File: config.mk
export PLATFORM = sky130hd
export DESIGN_NAME = utf8_code_point_decoder_unit
export DESIGN_NICKNAME = d
export VERILOG_FILES = /design/src/rtl/utf8d_pkg.sv /design/src/rtl/utf8d_front.sv /design/src/rtl/utf8d_queue.sv /design/src/rtl/utf8d_back.sv /design/src/rtl/utf8_code_point_decoder_unit.sv
export SDC_FILE = /design/constraint.sdc
export NUM_CORES = 1
export LEC_CHECK = 0
export BUFFER_PORTS_ARGS = -buffer_cell sky130_fd_sc_hd__buf_2
export CORE_MARGIN = 8
export CORE_UTILIZATION = 53
export CTS_CLUSTER_DIAMETER = 120
export DETAILED_ROUTE_END_ITERATION = 12
export PLACE_DENSITY = 0.74
export SYNTH_ARGS = -nofsm -noshare
export SYNTH_HDL_FRONTEND = slang
export SYNTH_SLANG_ARGS = --single-unit
File: constraint.sdc
create_clock -name clock -period 2.9 [get_ports clock]
set_input_delay 0.145 -clock clock [delete_from_list [all_inputs] [get_ports clock]]
set_output_delay 0.145 -clock clock [all_outputs]
set_load 0.1 [all_outputs]
File: src/rtl/utf8d_pkg.sv
// Shared types and constants of the UTF-8 code point decoder.
`timescale 1ns / 1ps

package utf8d_pkg;

   localparam int QUEUE_DEPTH = 4;

   localparam int CP_WIDTH   = 21;
   localparam int BYTE_WIDTH = 8;

   // Smallest value that each form may legally carry.
   localparam logic [CP_WIDTH-1:0] MIN_TWO_BYTE   = 21'h00080;
   localparam logic [CP_WIDTH-1:0] MIN_THREE_BYTE = 21'h00800;
   localparam logic [CP_WIDTH-1:0] MIN_FOUR_BYTE  = 21'h10000;

   // Continuation bytes of the current form.
   localparam logic [1:0] LEN_TWO_BYTE   = 2'd1;
   localparam logic [1:0] LEN_THREE_BYTE = 2'd2;
   localparam logic [1:0] LEN_FOUR_BYTE  = 2'd3;

   typedef struct packed {
      logic [CP_WIDTH-1:0] code_point;
      logic                malformed;
      logic                last_of_run;
   } result_type;

   // Up to two results written into the queue in one cycle.
   typedef struct packed {
      logic       wr0;
      logic       wr1;
      result_type entry0;
      result_type entry1;
   } push_type;

   typedef struct packed {
      logic not_empty;
      logic room_for_two;
   } queue_status_type;

endpackage

File: src/rtl/utf8d_front.sv
// Front part: takes text bytes, tracks the open sequence and classifies each byte.
`timescale 1ns / 1ps

module utf8d_front (
   input  logic                                 clock,
   input  logic                                 reset,
   input  logic                                 accept,
   input  logic [utf8d_pkg::BYTE_WIDTH-1:0]     text_byte,
   output utf8d_pkg::push_type                  push
);

   logic [utf8d_pkg::CP_WIDTH-1:0] pv_ff, pv_in;
   logic [1:0]                     rem_ff, rem_in;
   logic [1:0]                     len_ff, len_in;

   logic                           cont;
   logic                           lead_emit, lead_bad, lead_start;
   logic [utf8d_pkg::CP_WIDTH-1:0] lead_cp, lead_pv;
   logic [1:0]                     lead_rem;
   logic [1:0]                     rem_dec;
   logic [utf8d_pkg::CP_WIDTH-1:0] shifted, value;
   logic                           overlong;
   utf8d_pkg::push_type            push_c;

   always_comb begin
      cont = (text_byte[7:6] == 2'b10);

      // Decode of the byte as the start of a new form.
      lead_emit  = 1'b0;
      lead_bad   = 1'b0;
      lead_cp    = '0;
      lead_start = 1'b0;
      lead_pv    = '0;
      lead_rem   = 2'd0;
      if (text_byte == 8'h00 || cont) begin
         lead_emit = 1'b0;
      end else if (!text_byte[7]) begin
         lead_emit = 1'b1;
         lead_cp   = {13'd0, text_byte};
      end else if (text_byte[7:5] == 3'b110) begin
         lead_start = 1'b1;
         lead_pv    = {10'd0, text_byte[4:0], 6'd0};
         lead_rem   = utf8d_pkg::LEN_TWO_BYTE;
      end else if (text_byte[7:4] == 4'b1110) begin
         lead_start = 1'b1;
         lead_pv    = {5'd0, text_byte[3:0], 12'd0};
         lead_rem   = utf8d_pkg::LEN_THREE_BYTE;
      end else if (text_byte[7:3] == 5'b11110) begin
         lead_start = 1'b1;
         lead_pv    = {text_byte[2:0], 18'd0};
         lead_rem   = utf8d_pkg::LEN_FOUR_BYTE;
      end else begin
         lead_emit = 1'b1;
         lead_bad  = 1'b1;
      end

      // Continuation payload placed by the count still expected after it.
      rem_dec = rem_ff - 2'd1;
      case (rem_dec)
         2'd0:    shifted = {15'd0, text_byte[5:0]};
         2'd1:    shifted = {9'd0, text_byte[5:0], 6'd0};
         2'd2:    shifted = {3'd0, text_byte[5:0], 12'd0};
         default: shifted = '0;
      endcase
      value = pv_ff | shifted;

      case (len_ff)
         utf8d_pkg::LEN_TWO_BYTE:
            overlong = (value != '0) && (value < utf8d_pkg::MIN_TWO_BYTE);
         utf8d_pkg::LEN_THREE_BYTE:
            overlong = (value < utf8d_pkg::MIN_THREE_BYTE);
         default:
            overlong = (value < utf8d_pkg::MIN_FOUR_BYTE);
      endcase

      pv_in  = pv_ff;
      rem_in = rem_ff;
      len_in = len_ff;
      push_c = '0;

      if (rem_ff != 2'd0 && cont) begin
         rem_in = rem_dec;
         pv_in  = value;
         if (rem_dec == 2'd0) begin
            push_c.wr0                = 1'b1;
            push_c.entry0.code_point  = overlong ? '0 : value;
            push_c.entry0.malformed   = overlong;
            push_c.entry0.last_of_run = 1'b1;
            pv_in                     = '0;
         end
      end else begin
         if (rem_ff != 2'd0) begin
            // Broken sequence: report it, then treat the byte as a lead byte.
            push_c.wr0                = 1'b1;
            push_c.entry0.malformed   = 1'b1;
            push_c.entry0.last_of_run = !lead_emit;
            rem_in                    = 2'd0;
            pv_in                     = '0;
            if (lead_emit) begin
               push_c.wr1                = 1'b1;
               push_c.entry1.code_point  = lead_cp;
               push_c.entry1.malformed   = lead_bad;
               push_c.entry1.last_of_run = 1'b1;
            end
         end else if (lead_emit) begin
            push_c.wr0                = 1'b1;
            push_c.entry0.code_point  = lead_cp;
            push_c.entry0.malformed   = lead_bad;
            push_c.entry0.last_of_run = 1'b1;
         end
         if (lead_start) begin
            pv_in  = lead_pv;
            rem_in = lead_rem;
            len_in = lead_rem;
         end
      end

      push     = push_c;
      push.wr0 = push_c.wr0 && accept;
      push.wr1 = push_c.wr1 && accept;
   end

   always_ff @(posedge clock) begin
      if (reset) begin
         pv_ff  <= '0;
         rem_ff <= 2'd0;
         len_ff <= 2'd0;
      end else if (accept) begin
         pv_ff  <= pv_in;
         rem_ff <= rem_in;
         len_ff <= len_in;
      end
   end

endmodule

File: src/rtl/utf8d_queue.sv
// Short result queue between the front and back parts; takes up to two items a cycle.
`timescale 1ns / 1ps

module utf8d_queue #(
   parameter int DEPTH = utf8d_pkg::QUEUE_DEPTH
) (
   input  logic                            clock,
   input  logic                            reset,
   input  utf8d_pkg::push_type             push,
   input  logic                            pop,
   output utf8d_pkg::result_type           head,
   output utf8d_pkg::queue_status_type     status
);

   localparam int AW = $clog2(DEPTH);
   localparam int CW = $clog2(DEPTH + 1);

   utf8d_pkg::result_type mem_ff [DEPTH];
   logic [AW-1:0]         wptr_ff, wptr_in;
   logic [AW-1:0]         rptr_ff, rptr_in;
   logic [CW-1:0]         count_ff, count_in;
   logic [AW-1:0]         wptr_next;

   always_comb begin
      wptr_next = wptr_ff + AW'(1);
      wptr_in   = wptr_ff + AW'(push.wr0) + AW'(push.wr1);
      rptr_in   = rptr_ff + AW'(pop);
      count_in  = count_ff + CW'(push.wr0) + CW'(push.wr1) - CW'(pop);

      head                = mem_ff[rptr_ff];
      status.not_empty    = (count_ff != '0);
      status.room_for_two = (count_ff <= CW'(DEPTH - 2));
   end

   always_ff @(posedge clock) begin
      if (reset) begin
         wptr_ff  <= '0;
         rptr_ff  <= '0;
         count_ff <= '0;
      end else begin
         wptr_ff  <= wptr_in;
         rptr_ff  <= rptr_in;
         count_ff <= count_in;
      end
   end

   always_ff @(posedge clock) begin
      if (push.wr0) begin
         mem_ff[wptr_ff] <= push.entry0;
      end
      if (push.wr1) begin
         mem_ff[wptr_next] <= push.entry1;
      end
   end

endmodule

File: src/rtl/utf8d_back.sv
// Back part: output register that hands queued results to the receiver.
`timescale 1ns / 1ps

module utf8d_back (
   input  logic                                clock,
   input  logic                                reset,
   input  utf8d_pkg::result_type               head,
   input  logic                                not_empty,
   output logic                                pop,
   output logic                                rsp_valid,
   input  logic                                rsp_stall,
   output logic [utf8d_pkg::CP_WIDTH-1:0]      rsp_code_point,
   output logic                                rsp_malformed,
   output logic                                rsp_last_of_run
);

   logic                  valid_ff, valid_in;
   utf8d_pkg::result_type data_ff;
   logic                  load;

   always_comb begin
      load     = !valid_ff || !rsp_stall;
      pop      = load && not_empty;
      valid_in = load ? not_empty : valid_ff;
   end

   always_ff @(posedge clock) begin
      if (reset) begin
         valid_ff <= 1'b0;
      end else begin
         valid_ff <= valid_in;
      end
   end

   always_ff @(posedge clock) begin
      if (pop) begin
         data_ff <= head;
      end
   end

   assign rsp_valid       = valid_ff;
   assign rsp_code_point  = data_ff.code_point;
   assign rsp_malformed   = data_ff.malformed;
   assign rsp_last_of_run = data_ff.last_of_run;

endmodule

File: src/rtl/utf8_code_point_decoder_unit.sv
// Top level of the UTF-8 code point decoder: front part, result queue and output stage.
`timescale 1ns / 1ps

// The block takes UTF-8 text one byte per item on the req_ channel and returns
// decoded code points on the rsp_ channel. Each result carries the code point,
// a malformed flag (the code point is then zero) and last_of_run, which marks
// the final result caused by one input byte. A byte gives zero, one or two
// results: a byte that breaks an unfinished sequence gives an error and is
// then decoded again as a lead byte. A zero byte gives no result of its own.
// Both channels use valid and stall; an item moves at a clock edge where
// valid is high and stall is low.
// An accepted byte has its results written into the queue and then moved to
// the output register. The front part takes one byte every cycle while
// req_stall is low; the output register, which sets the rate, hands out one
// result per cycle while rsp_stall is low, so a run of bytes with one result
// each streams at one byte per cycle. The queue holds QUEUE_DEPTH results,
// and req_stall rises when it has room for fewer than two, which is what a
// stalled receiver or a burst of two-result bytes causes.
// Reset (synchronous, active high) empties the queue and returns the decoder
// to idle with no sequence open.

module utf8_code_point_decoder_unit #(
   parameter int QUEUE_DEPTH = utf8d_pkg::QUEUE_DEPTH
) (
   input  logic                                clock,
   input  logic                                reset,
   input  logic                                req_valid,
   output logic                                req_stall,
   input  logic [utf8d_pkg::BYTE_WIDTH-1:0]    req_text_byte,
   output logic                                rsp_valid,
   input  logic                                rsp_stall,
   output logic [utf8d_pkg::CP_WIDTH-1:0]      rsp_code_point,
   output logic                                rsp_malformed,
   output logic                                rsp_last_of_run
);

   utf8d_pkg::push_type          push;
   utf8d_pkg::result_type        head;
   utf8d_pkg::queue_status_type  status;
   logic                         pop;
   logic                         accept;

   // The front part only needs room for the worst case of two results.
   assign req_stall = !status.room_for_two;
   assign accept    = req_valid && !req_stall;

   utf8d_front u_front (
      .clock     (clock),
      .reset     (reset),
      .accept    (accept),
      .text_byte (req_text_byte),
      .push      (push)
   );

   utf8d_queue #(
      .DEPTH (QUEUE_DEPTH)
   ) u_queue (
      .clock  (clock),
      .reset  (reset),
      .push   (push),
      .pop    (pop),
      .head   (head),
      .status (status)
   );

   utf8d_back u_back (
      .clock           (clock),
      .reset           (reset),
      .head            (head),
      .not_empty       (status.not_empty),
      .pop             (pop),
      .rsp_valid       (rsp_valid),
      .rsp_stall       (rsp_stall),
      .rsp_code_point  (rsp_code_point),
      .rsp_malformed   (rsp_malformed),
      .rsp_last_of_run (rsp_last_of_run)
   );

endmodule
==> impl_metrics.ini, run 1 <==
[route]
via_per_inst = 6.30
drt_pass1_iterations = 5
drcViolationCount = 0
vias = 4817
antenna_left = 0
route.detailed.wl_per_inst_um = 21.1
drtIter0Drc = 561
drt_wl_total_mm = 16.1

[min_path]
min_path_type = in -> reg

[placement]
hpwl_mm = 10.9
portBuffers = 36
pre_cts_ws_ps = 99.0
placed_area_um2 = 6960
gp_congestion = 0.932

[sta]
maxSlewHeadroom_pct = 39.8
rsz0062_at_grt = no
fmax_ghz = 0.359
worstMarginPinSlew_ps = 904
layout_setup_ws_ps = 112
final_hold_viol_count = 0
layout_min_cycle_time_ps = 2790
skew_ps = 8.23
period_share_pct = 96.2
whs_ps = 70.5
finalSetupViolations = 0
slew_viol_final = 0

[setup_path]
crit_type = reg -> reg
startpoint_type = flip-flop
reg2reg_slack_ps = 110
worst-path-max-fanout = 7
endpoint = u_queue.mem_ff[3][3]$_DFFE_PP_
r2r_end = u_queue.mem_ff[3][3]$_DFFE_PP_
worstPathRequired_ps = 3060
cp-end-kind = flip-flop
crit_arrival_ps = 2950
ff2ff_path_depth = 9
critPathLaunch = u_front.rem_ff[0]$_SDFFE_PP0P_
r2r_start = u_front.rem_ff[0]$_SDFFE_PP0P_

[global_route]
grt.overflow.total = 0
antenna_found_initial = 0
grtUsageTotal_pct = 20.7
grt_max_degree = 26
grt_pass1_wl_mm = 25.7
grt_pass1_vias = 4731

[clocking]
clkLatencyLatePin_ps = 420
numCtsBuffers = 17
clock_sinks = 148
cts_tree = built
clkTransAtPathRegs_ps = 60
h-tree-depth = 4
clk_path_buf_depth = 2
root_buffer = clkbuf_16

[synth]
synth_seq_cells = 148
synth_warnings = 0
yosysSeqAreaShare_pct = 55.2
synth_ff_type = dfxtp_1
synth_fp_nets = 575
yosysMostFrequentCell = dfxtp_1
synth_edf_count = 59
netlist_top_cells_count = 89 x dfxtp_1, 59 x edfxtp_1, 56 x o2bb2ai_1, 50 x nor2_1, 34 x nand2_1
synth_area_per_cell_um2 = 11.7
synth_top_area_share_pct = 27.7
async_reset_ff_share_pct = 0
synthTopCellsByArea = dfxtp_1 28%, edfxtp_1 28%, mux4_2 8.0%
yosysUniqueCellTypes = 50
synth_top_area_cell = dfxtp_1
syn-cell-area_um2 = 6440
synth_cells = 548

[cells_and_area]
fill_cells = 930
areaGrowthSynthToFinish_pct = 17.6
antenna_cells = 0
postLayoutCellArea_um2 = 7570
fin_nets = 631
drive_gt1_share_pct = 22.4

[floorplan]
rows = 40
die_area_um2 = 15900
start_util_pct = 54.0
die_h_um = 126
io_pins = 37
core_um2 = 11900
dieWidth_um = 126

[power_and_ir_drop]
pwr_density_cell_nw_per_um2 = 1000
peakVddDrop_mv = 0.524
leakagePower_nw = 2.81

[job]
maxCapViolations = 0

[outcome]
status = completed
==> critical path, cell delays in order (launching register included) <==
cell and delay [ps]:
dfxtp_1 330, inv_1 130, ha_1 320, nand3b_1 190
a31oi_1 130, a2111oi_2 440, o221ai_1 340, buf_4 270
a21oi_1 280, nor2_1 100
==> final cells by class <==
type	count	area (µm²)	share of cell area, %
well taps	147	184	2.43
flip-flops and latches	148	3550	47.0
inverters	17	63.8	0.843
clock inverters	10	88.8	1.17
multi-input cells	345	2690	35.6
repair buffers	75	475	6.28
clock buffers	22	507	6.70
==> power by group <==
group	leakage, nW	total (W)	switching [W]	internal [W]
Clock	0.299	0.00219	0.000860	0.00133
Sequential	1.27	0.00264	0.000115	0.00253
Combinational	1.24	0.00274	0.00211	0.000627
Total	2.81	0.00757	0.00308	0.00449
==> worst min-delay path by stage <==
stage | startpoint | to | slack, ps | cells past startpoint
6_report | req_text_byte[5] | u_front.pv_ff[11]$_SDFFE_PP0P_ | 70 | 3
5_1_grt | req_text_byte[5] | u_front.pv_ff[11]$_SDFFE_PP0P_ | 70 | 3
4_1_cts | req_text_byte[5] | u_front.pv_ff[11]$_SDFFE_PP0P_ | 50 | 3
3_5_place_dp | rsp_stall | u_back.rsp_valid$_SDFFE_PP0P_ | 430 | 3
3_3_place_gp | rsp_stall | u_back.rsp_valid$_SDFFE_PP0P_ | 430 | 3
2_1_floorplan | reset | u_queue.rptr_ff[0]$_SDFF_PP0_ | 220 | 1
==> timing repair <==
item                       CTS  global route
setup endpoints to repair    0             3
resized for setup            0             2
buffers inserted             0             0
hold endpoints to repair     1             0
hold buffers                 1             0
==> stage by stage <==
| step | util [%] | instances | TNS, ps | total power, W |
|---|---|---|---|---|
| 5_1_grt | 63.5 | 764 | 0 | 0.00786 |
| 2_1_floorplan | - | 548 | -16.9 | 0.00484 |
| 3_5_place_dp | 58.4 | 731 | 0 | 0.00542 |
| 6_report | 63.5 | 764 | 0 | 0.00757 |
| 3_3_place_gp | 58.4 | 731 | 0 | 0.00540 |
| 4_1_cts | 63.5 | 764 | 0 | 0.00760 |
==> cells by family (layout without fill, tap and decap cells) <==
kind of cell,count (synthesis),count (layout),synth area share [%]
AOI/OAI and AO/OA,158,158,18.8
xor gates and xnor gates,3,3,0.408
adders and majority gates,15,15,3.27
buffers and inverters,55,124,3.29
DFF,148,148,55.2
muxes,24,24,8.20
and+or+nand+nor,145,145,10.8
==> placed cells by master (no fill, tap or decap), drive strengths merged, types with 13 or more instances in the layout <==
| cell | instances |
|---|---|
| edfxtp | 59 |
| nor2 | 50 |
| buf | 74 |
| nand2 | 34 |
| a21o | 13 |
| inv | 22 |
| a22o | 13 |
| o2bb2ai | 56 |
| dfxtp | 89 |
| clkbuf | 22 |
| mux4 | 23 |
| a21oi | 26 |
==> metal layers <==
metal  global-route usage, %  vias to the layer above  wire length [µm]
met5                       0                        -                 0
met4                    9.06                        0               354
met3                    4.51                       34               960
met2                    33.8                      201              7920
met1                    26.0                     2388              6890
li1                        -                     2194                 -
==> state kept, by name, summed over array words and instances, names as in the netlist <==
signal / count
u_back.rsp_code_point: 21
u_front.len_ff: 2
u_back.rsp_malformed: 1
u_front.pv_ff: 21
u_queue.mem_ff: 92
u_front.rem_ff: 2
u_queue.wptr_ff: 2
u_queue.rptr_ff: 2
u_back.rsp_last_of_run: 1
u_back.rsp_valid: 1
u_queue.count_ff: 3
Power figures use the tool's default switching activity.
==> inputs of run 2 (changes only) <==
--- a/config.mk
+++ b/config.mk
@@ -10,7 +10,7 @@
 export CORE_UTILIZATION = 53
 export CTS_CLUSTER_DIAMETER = 120
 export DETAILED_ROUTE_END_ITERATION = 12
-export PLACE_DENSITY = 0.74
+export PLACE_DENSITY = 0.71
 export SYNTH_ARGS = -nofsm -noshare
 export SYNTH_HDL_FRONTEND = slang
 export SYNTH_SLANG_ARGS = --single-unit
==> constraint.sdc (replaced) <==
create_clock -name clock -period 3.45 [get_ports clock]
set_input_delay 0.1725 -clock clock [delete_from_list [all_inputs] [get_ports clock]]
set_output_delay 0.1725 -clock clock [all_outputs]
set_load 0.1 [all_outputs]
==> run 2 against run 1 <==
  * Via count down 3.8%
  * Worst hold slack worse by 38 ps
  * Utilization down 1.4 points
  * Critical path depth unchanged
  * Sequential share of layout area up 1.0 points
  * Largest power group is now registers
  * Highest routed layer unchanged
==> impl_metrics.ini, run 2 (same netlist as run 1, synthesis figures left out) <==
[setup_path]
worst-path-max-fanout = 7
startpoint_type = flip-flop
crit_type = reg -> reg
crit_arrival_ps = 3360
cp-end-kind = flip-flop
ff2ff_path_depth = 9
worstPathRequired_ps = 3740
reg2reg_slack_ps = 380
r2r_end = u_queue.count_ff[2]$_SDFF_PP0_
r2r_start = u_front.rem_ff[0]$_SDFFE_PP0P_

[min_path]
hold_path_depth = 3
hold_start = rsp_stall
min_path_type = in -> reg
hold_end = u_back.rsp_valid$_SDFFE_PP0P_

[floorplan]
core_um2 = 11900
die_h_um = 126
die_area_um2 = 15900
rows = 40
io_pins = 37
start_util_pct = 54.0
dieWidth_um = 126

[sta]
finalSetupViolations = 0
fmax_ghz = 0.326
slew_viol_final = 0
period_share_pct = 88.9
maxSlewHeadroom_pct = 19.5
fin_tns_setup_ps = 0
skew_ps = 7.99
layout_min_cycle_time_ps = 3070
final_hold_viol_count = 0
layout_setup_ws_ps = 382
worstMarginPinSlew_ps = 1210
rsz0062_at_grt = no

[global_route]
grt_pass1_vias = 4645
grtUsageTotal_pct = 20.8
grt_max_degree = 26
grt.overflow.total = 0
antenna_found_initial = 0
grt_pass1_wl_mm = 25.7

[route]
drt_wl_total_mm = 15.7
drt_pass1_iterations = 5
antenna_left = 0
route.detailed.wl_per_inst_um = 21.2
drtIter0Drc = 437
via_per_inst = 6.26
drcViolationCount = 0
vias = 4636

[placement]
pre_cts_ws_ps = 303
portBuffers = 36
hpwl_mm = 10.6
gp_congestion = 0.893

[clocking]
clkTransAtPathRegs_ps = 50
clkLatencyLatePin_ps = 430
cts_resized = 0
clock_sinks = 148
cts_hold_buf = 0
h-tree-depth = 4
root_buffer = clkbuf_16
cts_tree = built
clk_path_buf_depth = 2
numCtsBuffers = 17
postCtsSetupRepairBufs = 0

[cells_and_area]
antenna_cells = 0
areaGrowthSynthToFinish_pct = 15.0
layout_commonest_cell = dfxtp_1
fin_nets = 608
final_util_pct = 62.1
layout_common_cells = 89 x dfxtp_1, 59 x edfxtp_1, 56 x o2bb2ai_1
top_register = u_queue.mem_ff
largest_reg_flops = 92
drive_gt1_share_pct = 19.0

[power_and_ir_drop]
pwr_density_cell_nw_per_um2 = 859
leakagePower_nw = 2.71
peakVddDrop_mv = 0.476
power_w = 0.00636

[outcome]
status = completed

[job]
maxCapViolations = 0
run 2: worst max-delay path by stage:
stage                                    from  cells after the start  slack, ps                              to
4_1_cts        u_front.rem_ff[0]$_SDFFE_PP0P_                      9        370  u_queue.count_ff[2]$_SDFF_PP0_
5_1_grt        u_front.rem_ff[0]$_SDFFE_PP0P_                      9        100  u_queue.count_ff[2]$_SDFF_PP0_
2_1_floorplan                req_text_byte[3]                     15        390  u_queue.count_ff[2]$_SDFF_PP0_
3_3_place_gp                 req_text_byte[4]                     14        410  u_queue.count_ff[2]$_SDFF_PP0_
3_5_place_dp                 req_text_byte[4]                     14        300  u_queue.count_ff[2]$_SDFF_PP0_
6_report       u_front.rem_ff[0]$_SDFFE_PP0P_                      9        380  u_queue.count_ff[2]$_SDFF_PP0_
run 2: routing by layer:
layer / routed length, µm / track usage [%] / part of all wire [%]
met1: 6740 / 25.0 / 43
met5: 0 / 0 / 0
met4: 267 / 7.64 / 1.7
met2: 7790 / 34.6 / 50
met3: 923 / 6.37 / 5.9
run 2: where the power goes:
part,leakage (nW),switching (W),internal [W],total [W]
sequential,1.27,0.000142,0.00212,0.00226
clock,0.303,0.000727,0.00116,0.00189
combinational,1.14,0.00171,0.000490,0.00220
total,2.71,0.00258,0.00378,0.00636
run 2: critical path, stage by stage (launching register included):
cell and delay [ps]:
dfxtp_1 380, inv_1 110, ha_1 290, or3b_2 560
o2111ai_1 290, inv_1 240, fa_1 460, fa_1 380
xor2_1 160, nor2_1 60
run 2: area by class of cell:
cell class,instances,area [µm²]
timing repair buffer,52,300
sequential,148,3550
inverter,17,63.8
clock buffer,24,536
clock inverter,8,80.1
fill,933,4510
multi-input combinational,345,2680
tap,147,184
run 2: through the flow:
step	instances	hold WS (ps)	instance area, µm²
finish	741	32.8	7400
global placement	709	440	6780
floorplan	548	244	6440
CTS	741	12.7	7400
detailed placement	709	447	6780
global route	741	42.7	7400
==> inputs of run 3 (changes only) <==
--- a/config.mk
+++ b/config.mk
@@ -5,6 +5,7 @@
 export SDC_FILE = /design/constraint.sdc
 export NUM_CORES = 1
 export LEC_CHECK = 0
+export ABC_AREA = 1
 export BUFFER_PORTS_ARGS = -buffer_cell sky130_fd_sc_hd__buf_2
 export CORE_MARGIN = 8
 export CORE_UTILIZATION = 53
==> run 3 against run 2 <==
  * Clock power about the same
  * Routed wire length up 18%
  * Critical path depth rose by 5
  * Critical path type unchanged
  * Highest routed layer unchanged
==> impl_metrics.ini, run 3 <==
[global_route]
antenna_found_initial = 0
grt_pass1_wl_mm = 29.5
grtUsageTotal_pct = 22.8
grt_max_degree = 48
grt.overflow.total = 0
grt_pass1_vias = 5648

[min_path]
min_path_type = in -> reg
hold_start = reset
hold_end = u_queue.wptr_ff[1]$_SDFF_PP0_
hold_path_depth = 2

[setup_path]
critPathMaxStageDelay_ps = 390
r2r_start = u_front.rem_ff[0]$_SDFFE_PP0P_
cp_slowest_cell = dfxtp_1
timing.critical_path.buf_inv = 4
worst-path-max-fanout = 17
startpoint_type = flip-flop
worstPathRequired_ps = 3760
r2r_end = u_queue.count_ff[2]$_SDFF_PP0_
crit_arrival_ps = 3230
crit_top_cell = ha_1
crit_type = reg -> reg
reg2reg_slack_ps = 520
crit_family = adder cells
path_cells = inv_1 > ha_1 > buf_4 > ha_1 > nand2_1 > nand2_2 > nor2_8 > inv_2 > ha_1 > inv_1 > fa_1 > fa_1 > xor2_1 > nor2_1
cp-end-kind = flip-flop
ff2ff_path_depth = 14

[job]
maxCapViolations = 0

[sta]
layout_min_cycle_time_ps = 2930
maxSlewHeadroom_pct = 45.5
slew_viol_final = 0
rsz0062_at_grt = no
final_hold_viol_count = 0
fin_tns_setup_ps = 0
fmax_ghz = 0.341
worstMarginPinSlew_ps = 812
finalSetupViolations = 0
skew_ps = 5.76
period_share_pct = 84.9

[cells_and_area]
postLayoutCellArea_um2 = 7850
fin_nets = 900
top_register = u_queue.mem_ff
areaGrowthSynthToFinish_pct = 13.6
layout_commonest_cell = nand2_1
drive_gt1_share_pct = 14.3
antenna_cells = 0
fill_cells = 1146
layout_common_cells = 245 x nand2_1, 94 x nor2_1, 89 x dfxtp_1
largest_reg_flops = 92

[floorplan]
die_h_um = 130
io_pins = 37
die_area_um2 = 16900
start_util_pct = 54.5
core_um2 = 12700
dieWidth_um = 130
rows = 41

[synth]
synth_warnings = 0
synth_area_per_cell_um2 = 8.25
synthTopCellsByArea = dfxtp_1 26%, edfxtp_1 26%, nand2_1 13%
synth_ff_type = dfxtp_1
synth_top_area_cell = dfxtp_1
yosysSeqAreaShare_pct = 51.4
yosysUniqueCellTypes = 36
synth_seq_cells = 148
synth_edf_count = 59
async_reset_ff_share_pct = 0
netlist_top_cells_count = 245 x nand2_1, 94 x nor2_1, 89 x dfxtp_1, 63 x o21ai_0, 59 x edfxtp_1
synth_fp_nets = 864
yosysMostFrequentCell = nand2_1
synth_cells = 837
syn-cell-area_um2 = 6910
synth_top_area_share_pct = 25.8

[route]
drcViolationCount = 0
drtIter0Drc = 508
drt_wl_total_mm = 18.5
antenna_left = 0
via_per_inst = 5.65
drt_pass1_iterations = 8
vias = 5974
route.detailed.wl_per_inst_um = 17.5

[clocking]
cts_hold_buf = 0
numCtsBuffers = 17
cts_resized = 0
root_buffer = clkbuf_16
cts_tree = built
postCtsSetupRepairBufs = 0
clkLatencyLatePin_ps = 420
clock_sinks = 148
clk_path_buf_depth = 2
h-tree-depth = 4
clkTransAtPathRegs_ps = 60

[power_and_ir_drop]
leakagePower_nw = 3.42
peakVddDrop_mv = 0.363
pwr_density_cell_nw_per_um2 = 879

[placement]
gp_congestion = 0.906
portBuffers = 36
placed_area_um2 = 7260
hpwl_mm = 12.6

[outcome]
status = completed
[run 3: final cells by class]
cell class                 count  area [µm²]  area share [%]
tap                          172         215            2.74
multi-input combinational    576        2890            36.8
sequential                   148        3550            45.3
clock inverter                14         159            2.03
timing repair buffer          53         308            3.92
inverter                      77         297            3.78
clock buffer                  18         429            5.47
[run 3: how the worst max path moves through the flow]
| stage | startpoint | endpoint | slack [ps] | depth (start not counted) |
|---|---|---|---|---|
| detailed placement | req_text_byte[7] | u_queue.count_ff[2]$_SDFF_PP0_ | 360 | 18 |
| global placement | req_text_byte[7] | u_queue.count_ff[2]$_SDFF_PP0_ | 430 | 18 |
| floorplan | u_back.rsp_valid$_SDFFE_PP0P_ | u_queue.count_ff[2]$_SDFF_PP0_ | 390 | 9 |
| CTS | u_front.rem_ff[0]$_SDFFE_PP0P_ | u_queue.count_ff[2]$_SDFF_PP0_ | 510 | 14 |
| global route | u_front.rem_ff[0]$_SDFFE_PP0P_ | u_queue.count_ff[2]$_SDFF_PP0_ | 390 | 14 |
| finish | u_front.rem_ff[0]$_SDFFE_PP0P_ | u_queue.count_ff[2]$_SDFF_PP0_ | 520 | 14 |
[run 3: kinds of logic after synthesis]
| kind of cell | Yosys count | share of synthesized area [%] |
|---|---|---|
| simple gates | 405 | 25.2 |
| compound gates | 153 | 13.0 |
| fa+ha+maj | 15 | 3.04 |
| flops | 148 | 51.4 |
| buf+inv | 113 | 6.87 |
| xor+xnor | 3 | 0.381 |
[run 3: routing by layer]
metal  vias up  routed length (µm)  global-route usage (%)
met1      2841                7570                    28.1
li1       2814                   -                       -
met2       277                8980                    38.2
met5         -                   0                       0
met3        42                1490                    5.14
met4         0                 452                    8.81
[run 3: where the power goes]
group | leakage [nW] | total (W) | switching, W | internal (W)
Clock | 0.277 | 0.00186 | 0.000729 | 0.00113
Sequential | 1.28 | 0.00227 | 0.0000866 | 0.00218
Combinational | 1.87 | 0.00277 | 0.00224 | 0.000526
Total | 3.42 | 0.00690 | 0.00306 | 0.00384
[run 3: through the flow]
stage | instances | total power (W) | hold slack (ps) | setup WS (ps) | utilization [%]
finish | 1058 | 0.00690 | 100 | 522 | 61.9
global route | 1058 | 0.00721 | 104 | 393 | 61.9
CTS | 1058 | 0.00692 | 89.5 | 513 | 61.9
detailed placement | 1026 | 0.00507 | 421 | 361 | 57.3
global placement | 1026 | 0.00503 | 424 | 430 | 57.3
floorplan | 837 | 0.00449 | 251 | 392 | -
